**src/rtl/core/hbm_pkg.sv**
```systemverilog
`default_nettype none

package hbm_pkg;

    localparam int NUM_MC    = 4;
    localparam int NUM_PEERS = 8;

    localparam int ID_W      = 29;
    localparam int NOW_W     = 32;
    localparam int TMO_W     = 16;
    localparam int IDX_W     = 4;
    localparam int CFG_IDX_W = 3;
    localparam int MC_OUT_W  = 4;
    localparam int VCU_OUT_W = 8;

    localparam int BMU_POS   = 0;
    localparam int MC_POS    = BMU_POS + 1;
    localparam int PEER_POS  = MC_POS + NUM_MC;
    localparam int DVL_POS   = PEER_POS + NUM_PEERS;
    localparam int NUM_NODES = DVL_POS + 1;
    localparam int POS_W     = $clog2(NUM_NODES);

    localparam logic [ID_W-1:0]  IDX_MASK    = ID_W'(4'hF);
    localparam logic [TMO_W-1:0] TIMEOUT_RST = TMO_W'(100);

    localparam logic REQ_MSG   = 1'b0;
    localparam logic REQ_CHECK = 1'b1;

    typedef enum logic [CFG_IDX_W-1:0] {
        CFG_TIMEOUT = 3'd0,
        CFG_MC_ID   = 3'd1,
        CFG_BMU_ID  = 3'd2,
        CFG_VCU_ID  = 3'd3,
        CFG_SW_ID   = 3'd4,
        CFG_DVL_ID  = 3'd5,
        CFG_RES_ID  = 3'd6
    } cfg_idx_t;

    typedef struct packed {
        logic                 req;
        logic [NOW_W-1:0]     now;
        logic                 hb;
        logic [NUM_NODES-1:0] hit;
        logic [NUM_NODES-1:0] alive;
        logic [NUM_NODES-1:0] expd;
    } tok_t;

endpackage

`default_nettype wire

```
**src/rtl/core/hbm_decode.sv**
```systemverilog
`default_nettype none

module hbm_decode
    import hbm_pkg::*;
(
    input  wire logic                 clk,
    input  wire logic                 rst_n,
    input  wire logic                 cfg_we,
    input  wire logic [CFG_IDX_W-1:0] cfg_index,
    input  wire logic [ID_W-1:0]      cfg_data,
    input  wire logic                 in_valid,
    output logic                      in_ready,
    input  wire logic                 req_type,
    input  wire logic [ID_W-1:0]      msg_id,
    input  wire logic [NOW_W-1:0]     now_ms,
    output logic [TMO_W-1:0]          timeout,
    output logic                      out_valid,
    output tok_t                      out_tok,
    input  wire logic                 out_ready
);

    logic [TMO_W-1:0] timeout_reg;
    logic [ID_W-1:0]  mc_id_reg;
    logic [ID_W-1:0]  bmu_id_reg;
    logic [ID_W-1:0]  vcu_id_reg;
    logic [ID_W-1:0]  sw_id_reg;
    logic [ID_W-1:0]  dvl_id_reg;
    logic [ID_W-1:0]  res_id_reg;
    logic             valid_reg;
    tok_t             tok_reg;
    tok_t             tok_next;
    logic [ID_W-1:0]  base;
    logic [IDX_W-1:0] idx;
    logic             m_mc;
    logic             m_bmu;
    logic             m_vcu;
    logic             m_sw;
    logic             m_dvl;
    logic             m_res;

    always_ff @(posedge clk or negedge rst_n)
    begin
        if (!rst_n)
        begin
            timeout_reg <= TIMEOUT_RST;
            mc_id_reg   <= '0;
            bmu_id_reg  <= '0;
            vcu_id_reg  <= '0;
            sw_id_reg   <= '0;
            dvl_id_reg  <= '0;
            res_id_reg  <= '0;
        end
        else if (cfg_we)
        begin
            case (cfg_index)
                CFG_TIMEOUT: timeout_reg <= cfg_data[TMO_W-1:0];
                CFG_MC_ID:   mc_id_reg   <= cfg_data;
                CFG_BMU_ID:  bmu_id_reg  <= cfg_data;
                CFG_VCU_ID:  vcu_id_reg  <= cfg_data;
                CFG_SW_ID:   sw_id_reg   <= cfg_data;
                CFG_DVL_ID:  dvl_id_reg  <= cfg_data;
                CFG_RES_ID:  res_id_reg  <= cfg_data;
                default:     ;
            endcase
        end
    end

    assign base  = msg_id & ~IDX_MASK;
    assign idx   = msg_id[IDX_W-1:0];
    assign m_mc  = (base == mc_id_reg);
    assign m_bmu = (base == bmu_id_reg);
    assign m_vcu = (base == vcu_id_reg);
    assign m_sw  = (base == sw_id_reg);
    assign m_dvl = (base == dvl_id_reg);
    assign m_res = (msg_id == res_id_reg);

    always_comb
    begin
        tok_next       = '0;
        tok_next.req   = req_type;
        tok_next.now   = now_ms;
        if (!req_type)
        begin
            tok_next.hb = m_mc | m_bmu | m_vcu | m_sw | m_dvl | m_res;
            if (m_mc)
            begin
                for (int i = 0; i < NUM_MC; i++)
                begin
                    tok_next.hit[MC_POS + i] = (idx == IDX_W'(i));
                end
            end
            else if (m_bmu)
            begin
                tok_next.hit[BMU_POS] = 1'b1;
            end
            else if (m_vcu)
            begin
                for (int i = 0; i < NUM_PEERS; i++)
                begin
                    tok_next.hit[PEER_POS + i] = (idx == IDX_W'(i));
                end
            end
            else if (!m_sw && m_dvl)
            begin
                tok_next.hit[DVL_POS] = 1'b1;
            end
        end
    end

    assign in_ready = !valid_reg || out_ready;

    always_ff @(posedge clk or negedge rst_n)
    begin
        if (!rst_n)
        begin
            valid_reg <= 1'b0;
        end
        else if (in_ready)
        begin
            valid_reg <= in_valid;
        end
    end

    always_ff @(posedge clk)
    begin
        if (in_valid && in_ready)
        begin
            tok_reg <= tok_next;
        end
    end

    assign timeout   = timeout_reg;
    assign out_valid = valid_reg;
    assign out_tok   = tok_reg;

endmodule

`default_nettype wire

```
**src/rtl/core/hbm_cell.sv**
```systemverilog
`default_nettype none

module hbm_cell
    import hbm_pkg::*;
(
    input  wire logic             clk,
    input  wire logic             rst_n,
    input  wire logic [POS_W-1:0] pos,
    input  wire logic [TMO_W-1:0] timeout,
    input  wire logic             in_valid,
    output logic                  in_ready,
    input  wire tok_t             in_tok,
    output logic                  out_valid,
    output tok_t                  out_tok,
    input  wire logic             out_ready
);

    logic [NOW_W-1:0] seen_reg;
    logic [NOW_W-1:0] seen_next;
    logic             alive_reg;
    logic             alive_next;
    logic             valid_reg;
    tok_t             tok_reg;
    tok_t             tok_next;
    logic [NOW_W-1:0] elapsed;
    logic             expired;
    logic             load;

    assign in_ready = !valid_reg || out_ready;
    assign load     = in_valid && in_ready;
    assign elapsed  = in_tok.now - seen_reg;
    assign expired  = elapsed > NOW_W'(timeout);

    always_comb
    begin
        seen_next  = seen_reg;
        alive_next = alive_reg;
        if (!in_tok.req && in_tok.hit[pos])
        begin
            seen_next  = in_tok.now;
            alive_next = 1'b1;
        end
        else if (in_tok.req && expired)
        begin
            alive_next = 1'b0;
        end
        tok_next            = in_tok;
        tok_next.alive[pos] = alive_next;
        tok_next.expd[pos]  = in_tok.req && expired;
    end

    always_ff @(posedge clk or negedge rst_n)
    begin
        if (!rst_n)
        begin
            seen_reg  <= '0;
            alive_reg <= 1'b0;
            valid_reg <= 1'b0;
        end
        else
        begin
            if (load)
            begin
                seen_reg  <= seen_next;
                alive_reg <= alive_next;
            end
            if (in_ready)
            begin
                valid_reg <= in_valid;
            end
        end
    end

    always_ff @(posedge clk)
    begin
        if (load)
        begin
            tok_reg <= tok_next;
        end
    end

    assign out_valid = valid_reg;
    assign out_tok   = tok_reg;

endmodule

`default_nettype wire

```
**src/rtl/core/hbm_result.sv**
```systemverilog
`default_nettype none

module hbm_result
    import hbm_pkg::*;
(
    input  wire logic                  clk,
    input  wire logic                  rst_n,
    input  wire logic                  in_valid,
    output logic                       in_ready,
    input  wire tok_t                  in_tok,
    output logic                       out_valid,
    input  wire logic                  out_stall,
    output logic                       is_heartbeat,
    output logic                       check_ok,
    output logic                       bmu_alive,
    output logic [MC_OUT_W-1:0]        mciso_alive,
    output logic [VCU_OUT_W-1:0]       vcu_alive,
    output logic                       dvl_alive,
    output logic                       bmu_fault,
    output logic                       mciso_fault
);

    logic                 valid_reg;
    logic                 hb_reg;
    logic                 ok_reg;
    logic [NUM_NODES-1:0] alive_reg;
    logic                 bmu_fault_reg;
    logic                 bmu_fault_next;
    logic                 mc_fault_reg;
    logic                 mc_fault_next;
    logic                 load;
    logic                 mc_lost;
    logic                 ok_next;

    assign in_ready = !valid_reg || !out_stall;
    assign load     = in_valid && in_ready;
    assign mc_lost  = |in_tok.expd[MC_POS +: NUM_MC];
    assign ok_next  = in_tok.req && !in_tok.expd[BMU_POS] && !mc_lost;

    always_comb
    begin
        bmu_fault_next = bmu_fault_reg;
        mc_fault_next  = mc_fault_reg;
        if (in_tok.req)
        begin
            bmu_fault_next = bmu_fault_reg | in_tok.expd[BMU_POS];
            mc_fault_next  = mc_fault_reg | mc_lost;
        end
        else
        begin
            if (in_tok.hit[BMU_POS])
            begin
                bmu_fault_next = 1'b0;
            end
            if (&in_tok.alive[MC_POS +: NUM_MC])
            begin
                mc_fault_next = 1'b0;
            end
        end
    end

    always_ff @(posedge clk or negedge rst_n)
    begin
        if (!rst_n)
        begin
            valid_reg     <= 1'b0;
            bmu_fault_reg <= 1'b0;
            mc_fault_reg  <= 1'b0;
        end
        else
        begin
            if (in_ready)
            begin
                valid_reg <= in_valid;
            end
            if (load)
            begin
                bmu_fault_reg <= bmu_fault_next;
                mc_fault_reg  <= mc_fault_next;
            end
        end
    end

    always_ff @(posedge clk)
    begin
        if (load)
        begin
            hb_reg    <= in_tok.hb;
            ok_reg    <= ok_next;
            alive_reg <= in_tok.alive;
        end
    end

    genvar g;
    generate
        for (g = 0; g < MC_OUT_W; g++)
        begin : g_mc
            if (g < NUM_MC)
            begin : g_on
                assign mciso_alive[g] = alive_reg[MC_POS + g];
            end
            else
            begin : g_off
                assign mciso_alive[g] = 1'b0;
            end
        end
        for (g = 0; g < VCU_OUT_W; g++)
        begin : g_vcu
            if (g < NUM_PEERS)
            begin : g_on
                assign vcu_alive[g] = alive_reg[PEER_POS + g];
            end
            else
            begin : g_off
                assign vcu_alive[g] = 1'b0;
            end
        end
    endgenerate

    assign out_valid    = valid_reg;
    assign is_heartbeat = hb_reg;
    assign check_ok     = ok_reg;
    assign bmu_alive    = alive_reg[BMU_POS];
    assign dvl_alive    = alive_reg[DVL_POS];
    assign bmu_fault    = bmu_fault_reg;
    assign mciso_fault  = mc_fault_reg;

endmodule

`default_nettype wire

```
**src/rtl/core/can_node_heartbeat_monitor.sv**
```systemverilog
// Channel   Handshake              Payload
// input     in_valid / in_stall    req_type, msg_id, now_ms
// output    out_valid / out_stall  is_heartbeat, check_ok, alive maps, fault flags
// config    cfg_we                 cfg_index, cfg_data
//
// One item enters per cycle while in_stall is low; each item passes in order through
// the decode stage, one cell per watched node and the result register.
// Each cell holds one node's last-seen time and alive bit and does one 32-bit
// elapsed-time compare as the item passes through it.
// Reset clears all times, alive bits and fault flags and loads the reset configuration.
// A stalled output holds back only the stages behind it; empty stages keep filling.
`default_nettype none

module can_node_heartbeat_monitor
    import hbm_pkg::*;
(
    input  wire logic                 clk,
    input  wire logic                 rst_n,
    input  wire logic                 cfg_we,
    input  wire logic [CFG_IDX_W-1:0] cfg_index,
    input  wire logic [ID_W-1:0]      cfg_data,
    input  wire logic                 in_valid,
    output logic                      in_stall,
    input  wire logic                 req_type,
    input  wire logic [ID_W-1:0]      msg_id,
    input  wire logic [NOW_W-1:0]     now_ms,
    output logic                      out_valid,
    input  wire logic                 out_stall,
    output logic                      is_heartbeat,
    output logic                      check_ok,
    output logic                      bmu_alive,
    output logic [MC_OUT_W-1:0]       mciso_alive,
    output logic [VCU_OUT_W-1:0]      vcu_alive,
    output logic                      dvl_alive,
    output logic                      bmu_fault,
    output logic                      mciso_fault
);

    logic             in_ready;
    logic [TMO_W-1:0] timeout;
    logic             chain_valid [NUM_NODES+1];
    logic             chain_ready [NUM_NODES+1];
    tok_t             chain_tok   [NUM_NODES+1];

    hbm_decode u_decode (
        .clk       (clk),
        .rst_n     (rst_n),
        .cfg_we    (cfg_we),
        .cfg_index (cfg_index),
        .cfg_data  (cfg_data),
        .in_valid  (in_valid),
        .in_ready  (in_ready),
        .req_type  (req_type),
        .msg_id    (msg_id),
        .now_ms    (now_ms),
        .timeout   (timeout),
        .out_valid (chain_valid[0]),
        .out_tok   (chain_tok[0]),
        .out_ready (chain_ready[0])
    );

    genvar j;
    generate
        for (j = 0; j < NUM_NODES; j++)
        begin : g_cell
            hbm_cell u_cell (
                .clk       (clk),
                .rst_n     (rst_n),
                .pos       (POS_W'(j)),
                .timeout   (timeout),
                .in_valid  (chain_valid[j]),
                .in_ready  (chain_ready[j]),
                .in_tok    (chain_tok[j]),
                .out_valid (chain_valid[j+1]),
                .out_tok   (chain_tok[j+1]),
                .out_ready (chain_ready[j+1])
            );
        end
    endgenerate

    hbm_result u_result (
        .clk          (clk),
        .rst_n        (rst_n),
        .in_valid     (chain_valid[NUM_NODES]),
        .in_ready     (chain_ready[NUM_NODES]),
        .in_tok       (chain_tok[NUM_NODES]),
        .out_valid    (out_valid),
        .out_stall    (out_stall),
        .is_heartbeat (is_heartbeat),
        .check_ok     (check_ok),
        .bmu_alive    (bmu_alive),
        .mciso_alive  (mciso_alive),
        .vcu_alive    (vcu_alive),
        .dvl_alive    (dvl_alive),
        .bmu_fault    (bmu_fault),
        .mciso_fault  (mciso_fault)
    );

    assign in_stall = !in_ready;

endmodule

`default_nettype wire

```
**config.mk**
```make
export PLATFORM = sky130hd
export DESIGN_NAME = can_node_heartbeat_monitor
export DESIGN_NICKNAME = d
export VERILOG_FILES = /design/src/rtl/core/hbm_pkg.sv /design/src/rtl/core/hbm_decode.sv /design/src/rtl/core/hbm_cell.sv /design/src/rtl/core/hbm_result.sv /design/src/rtl/core/can_node_heartbeat_monitor.sv
export SDC_FILE = /design/constraint.sdc
export NUM_CORES = 2
export LEC_CHECK = 0
export BUFFER_PORTS_ARGS = -buffer_cell sky130_fd_sc_hd__buf_4
export CAP_MARGIN = 20
export CELL_PAD_IN_SITES_DETAIL_PLACEMENT = 0
export CELL_PAD_IN_SITES_GLOBAL_PLACEMENT = 1
export CORE_ASPECT_RATIO = 0.6
export CORE_MARGIN = 2
export CORE_UTILIZATION = 30
export CTS_CLUSTER_DIAMETER = 100
export CTS_CLUSTER_SIZE = 16
export DETAILED_ROUTE_END_ITERATION = 12
export PLACE_DENSITY = 0.59
export SLEW_MARGIN = 20
export SYNTH_ARGS = -nofsm -noshare
export SYNTH_HDL_FRONTEND = slang
export SYNTH_HIERARCHICAL = 1
export SYNTH_SLANG_ARGS = --single-unit
```
**constraint.sdc**
```tcl
create_clock -name clk -period 6.9 [get_ports clk]
set_input_delay 0.69 -clock clk [delete_from_list [all_inputs] [get_ports clk]]
set_output_delay 0.69 -clock clk [all_outputs]
set_load 0.01 [all_outputs]
```
Word-level counts from Yosys, hierarchy flattened
Cells that the tools add are included.

Add/sub/neg operators: 14. Magnitude comparators: 14. Equal/unequal tests: 19. Mux-type cells: 34. Bitwise logic cells: 9. Reduce and logical (&&, ||, !) cells: 131.

Operators by type and width (count): 32-bit by 16-bit > comparator with 1-bit output (14); 32-bit subtractor (14); 29-bit == test (6); 1-bit logical AND (47); 2-bit AND reduction (23); 1-bit logical NOT (35); 1-bit two-way mux (34); 4-bit by 3-bit == test with 1-bit output (second input constant) (4); 1-bit logical OR (16); 4-bit OR reduction (3); 3-bit == test (second input constant) (3); 4-bit by 2-bit == test with 1-bit output (second input constant) (2); 1-bit OR (7); 3-bit by 2-bit == test with 1-bit output (second input constant) (2); 4-bit by 1-bit == test with 1-bit output (second input constant) (1); 4-bit logical NOT (1); 4-bit AND reduction (1); 2-bit nonzero test (2); 2-bit OR reduction (2); 3-bit by 1-bit == test with 1-bit output (second input constant) (1); 3-bit logical NOT (1); 1-bit NOT (2).

Bits in registers: 1526. Logic and storage cells: 367.

Depth between registers and ports, before layout
Word-level depth: 18. Mapped depth: 23.

By module
The synthesis kept the hierarchy.

Modules (own cells, without submodules): hbm_cell (g_cell[10].u_cell ...) (times used 8, cells each 622, area an instance 6560.0 µm², sequential area each 3133.0 µm²); hbm_decode (times used 1, cells each 754, area an instance 10749.1 µm², sequential area each 6224.7 µm²); hbm_cell (g_cell[12].u_cell) (times used 1, cells each 645, area an instance 6850.3 µm², sequential area each 3133.0 µm²); hbm_cell (g_cell[13].u_cell) (times used 1, cells each 656, area an instance 6836.6 µm², sequential area each 3133.0 µm²); hbm_cell (g_cell[9].u_cell) (times used 1, cells each 666, area an instance 6789.0 µm², sequential area each 3133.0 µm²); hbm_cell (g_cell[0].u_cell) (times used 1, cells each 621, area an instance 6668.9 µm², sequential area each 3133.0 µm²); hbm_cell (g_cell[7].u_cell) (times used 1, cells each 635, area an instance 6657.6 µm², sequential area each 3133.0 µm²); hbm_cell (g_cell[8].u_cell) (times used 1, cells each 617, area an instance 6463.7 µm², sequential area each 3133.0 µm²); hbm_result (times used 1, cells each 33, area an instance 648.1 µm², sequential area each 555.5 µm²); can_node_heartbeat_monitor (times used 1, cells each 3, area an instance 11.3 µm², sequential area each 0.0 µm²).

Worst setup path after synthesis
OpenSTA, ideal clock, no wires.

Kind: input -> register. Start: input out_stall. End: register g_cell[0].u_cell.seen_reg[10]. Setup time: 125 ps. Data arrival time: 5553 ps. Data required time: 6775 ps. Path slack: 1223 ps. Cell stages on the path: 19. Path through: nand2_1 > nand2b_1 > nand2b_1 > nand2b_1 > nand2b_1 > nand2b_1 > nand2b_1 > nand2b_1 > nand2b_1 > nand2b_1 > nand2b_1 > nand2b_1 > nand2b_1 > nand2b_1 > nand2b_1 > and2_1 > nand3b_1 > clkbuf_1 > mux2_2.

RTL lines: from (decl) (line can_node_heartbeat_monitor.sv:28) `input wire logic out_stall,`; to (signal assigned) (line hbm_cell.sv:64) `seen_reg <= seen_next;`; to (decl) (line hbm_cell.sv:18) `logic [NOW_W-1:0] seen_reg;`.

==> flow_metrics.tcl <==
set metrics [dict create \
    grt_start_max_net_pins 134 \
    post_cts_buffers 0 \
    num-fill-cells 32578 \
    tns_ps 0 \
    clk_latency_ps 790 \
    first_global_vias 66738 \
    hp-class "input pin to register" \
    rsz0062_at_grt "no" \
    synth_area_um2 97300 \
    nNetsFinal 10026 \
    final.min_clock_period_ps 5640 \
    die_y_um 445 \
    cts_sinks 1627 \
    critPathRequiredTime_ps 6210 \
    grt_antenna_before_repair 16 \
    syn_to_final_growth_pct 9.29 \
    setup_viol 0 \
    relSlewSlack_pct 17.6 \
    vias_per_cell 5.20 \
    cts_resized 0 \
    detail-route-antenna-nets 0 \
    maxCapViolCount 0 \
    hpwl_um 238000 \
    htreeDepth 3 \
    drv_slew 0 \
    irDropWorstVdd_uv 243 \
    finClkSkew_ps 63.9 \
    cts.clk_slew.worst_paths_ps 80 \
    io_buffers 118 \
    grt_use_total_pct 18.0 \
    grt_pass1_wl_um 451000 \
    multiInputGateArea_um2 47500 \
    status "finished, final reports clean" \
    p_leak_uw 0.0430 \
    drive_gt1_share_pct 13.1 \
    wl_um 303000 \
    crit_type "register to output port" \
    rows 161 \
    die_area_um2 329000 \
    hold_viol_final 0 \
    drtPass1Iterations 5 \
    cts_tree "built" \
    root_buffer "clkbuf_16" \
    worstPathMaxFanout 3 \
    startpoint_type "register" \
    cts-buffers-inserted 112 \
    syn_area_per_cell_um2 10.7 \
    initial_core_util_pct 30.3 \
    final_core_util_pct 33.1 \
    routedWlPerCell_um 22.2 \
    crit_path_end_kind "output port" \
    vias 71053 \
    globalplace.congestion 0.901 \
    synth_cells 9129 \
    cts_max_path_buffers 3 \
    seq_area_um2 45500 \
    grt-ovfl-total 0 \
    die_w_um 739 \
    drtIter0Drc 7037 \
    clock.fmax_ghz 0.177 \
    arrival_ps 4950 \
    largest_reg_flops 893 \
    tightest_slew_ps 1220 \
    power_density_nw_per_um2 378 \
    drc 0 \
    core-area_um2 322000 \
    synth_warnings 6 \
    fin_crit_sh_pct 81.7 \
    io_pins 119 \
]
timing repair:
item,CTS,global route
hold buffers,1,0
hold endpoints to repair,75,0
endpoints found under the setup margin,0,0
critical path: stages (launching register included):
cell      delay [ps]
dfrtp_1          390
nand2_1           90
nand2b_1         170
nand2b_1         170
nand2b_1         170
nand2b_1         260
nand2b_1         240
nand2b_1         280
nand2b_1         240
nand2b_1         390
nand2b_1         300
nand2b_1         190
nand2b_1         180
nand2b_1         180
nand2b_1         200
nand2b_1         280
nand2b_1         230
inv_1             70
buf_4            120
path summary, 6_finish.rpt:
path / startpoint / endpoint / slack, ps / cells past startpoint
worst max-delay path: u_result/out_valid$_DFFE_PN0P_ / in_stall / 1260 / 18
worst min-delay path: now_ms[2] / u_decode/out_tok[45]$_DFFE_PP_ / 90 / 1
worst max register to register: g_cell[6].u_cell/out_tok[43]$_DFFE_PP_ / g_cell[7].u_cell/out_tok[21]$_DFFE_PP_ / 1360 / 18
worst min register to register: u_decode/out_tok[35]$_SDFFCE_PP0P_ / g_cell[0].u_cell/out_tok[35]$_DFFE_PP_ / 410 / 0
max in group asynchronous: rst_n / g_cell[0].u_cell/seen_reg[19]$_DFFE_PN0P_ / 4830 / 3
min in group asynchronous: rst_n / g_cell[13].u_cell/seen_reg[24]$_DFFE_PN0P_ / 510 / 2
cell usage in the layout (no fill, tap or decap), drive strengths merged, types with 55 or more instances in the layout:
cell type	n
a211oi	60
a21o	147
a21oi	668
a22o	55
a31oi	112
buf	198
clkbuf	193
conb	195
dfrtp	667
edfxtp	957
ha	658
inv	813
mux2	614
nand2	742
nand2b	113
nand3	230
nand4	189
nor2	476
nor2b	84
nor3	190
o211ai	95
o21a	136
o21ai	478
xnor2	260
xor2	188
metrics by stage:
| stage | instance area [um^2] | hold slack, ps | power [uW] | worst slack (ps) | std cells |
|---|---|---|---|---|---|
| 2_1_floorplan | 98000 | 394 | 27800 | 1470 | 9321 |
| 3_3_place_gp | 103000 | 401 | 33100 | 1370 | 13459 |
| 3_5_place_dp | 103000 | 405 | 33300 | 1420 | 13459 |
| 4_1_cts | 106000 | 4.51 | 40200 | 1110 | 13661 |
| 5_1_grt | 106000 | 20.5 | 43200 | 838 | 13662 |
| 6_report | 106000 | 90.0 | 40200 | 1260 | 13668 |
metal layers:
| layer | GRT usage (%) | vias to the layer above | share of wire, % |
|---|---|---|---|
| met3 | 3.21 | 210 | 7.1 |
| met5 | 0 | - | 0.0043 |
| met2 | 23.0 | 2057 | 37 |
| met1 | 30.6 | 35386 | 55 |
| met4 | 2.32 | 2 | 1.2 |
| li1 | - | 33398 | - |
report_power, final:
group | leakage (uW) | internal, uW | switching [uW]
clock network | 0.00155 | 3100 | 3610
logic | 0.0240 | 7770 | 11900
registers | 0.0174 | 12500 | 1350
total | 0.0430 | 23400 | 16900
area by class of cell:
class / instances / area share (%)
diodes: 7 / 0.0165
clock inverters: 8 / 0.142
flip-flops and latches: 1627 / 42.8
repair buffers: 199 / 1.50
clock buffers: 193 / 2.94
inverters: 810 / 2.86
multi-input cells: 6505 / 44.7
well taps: 4319 / 5.08
(Power assumes the default switching activity.)
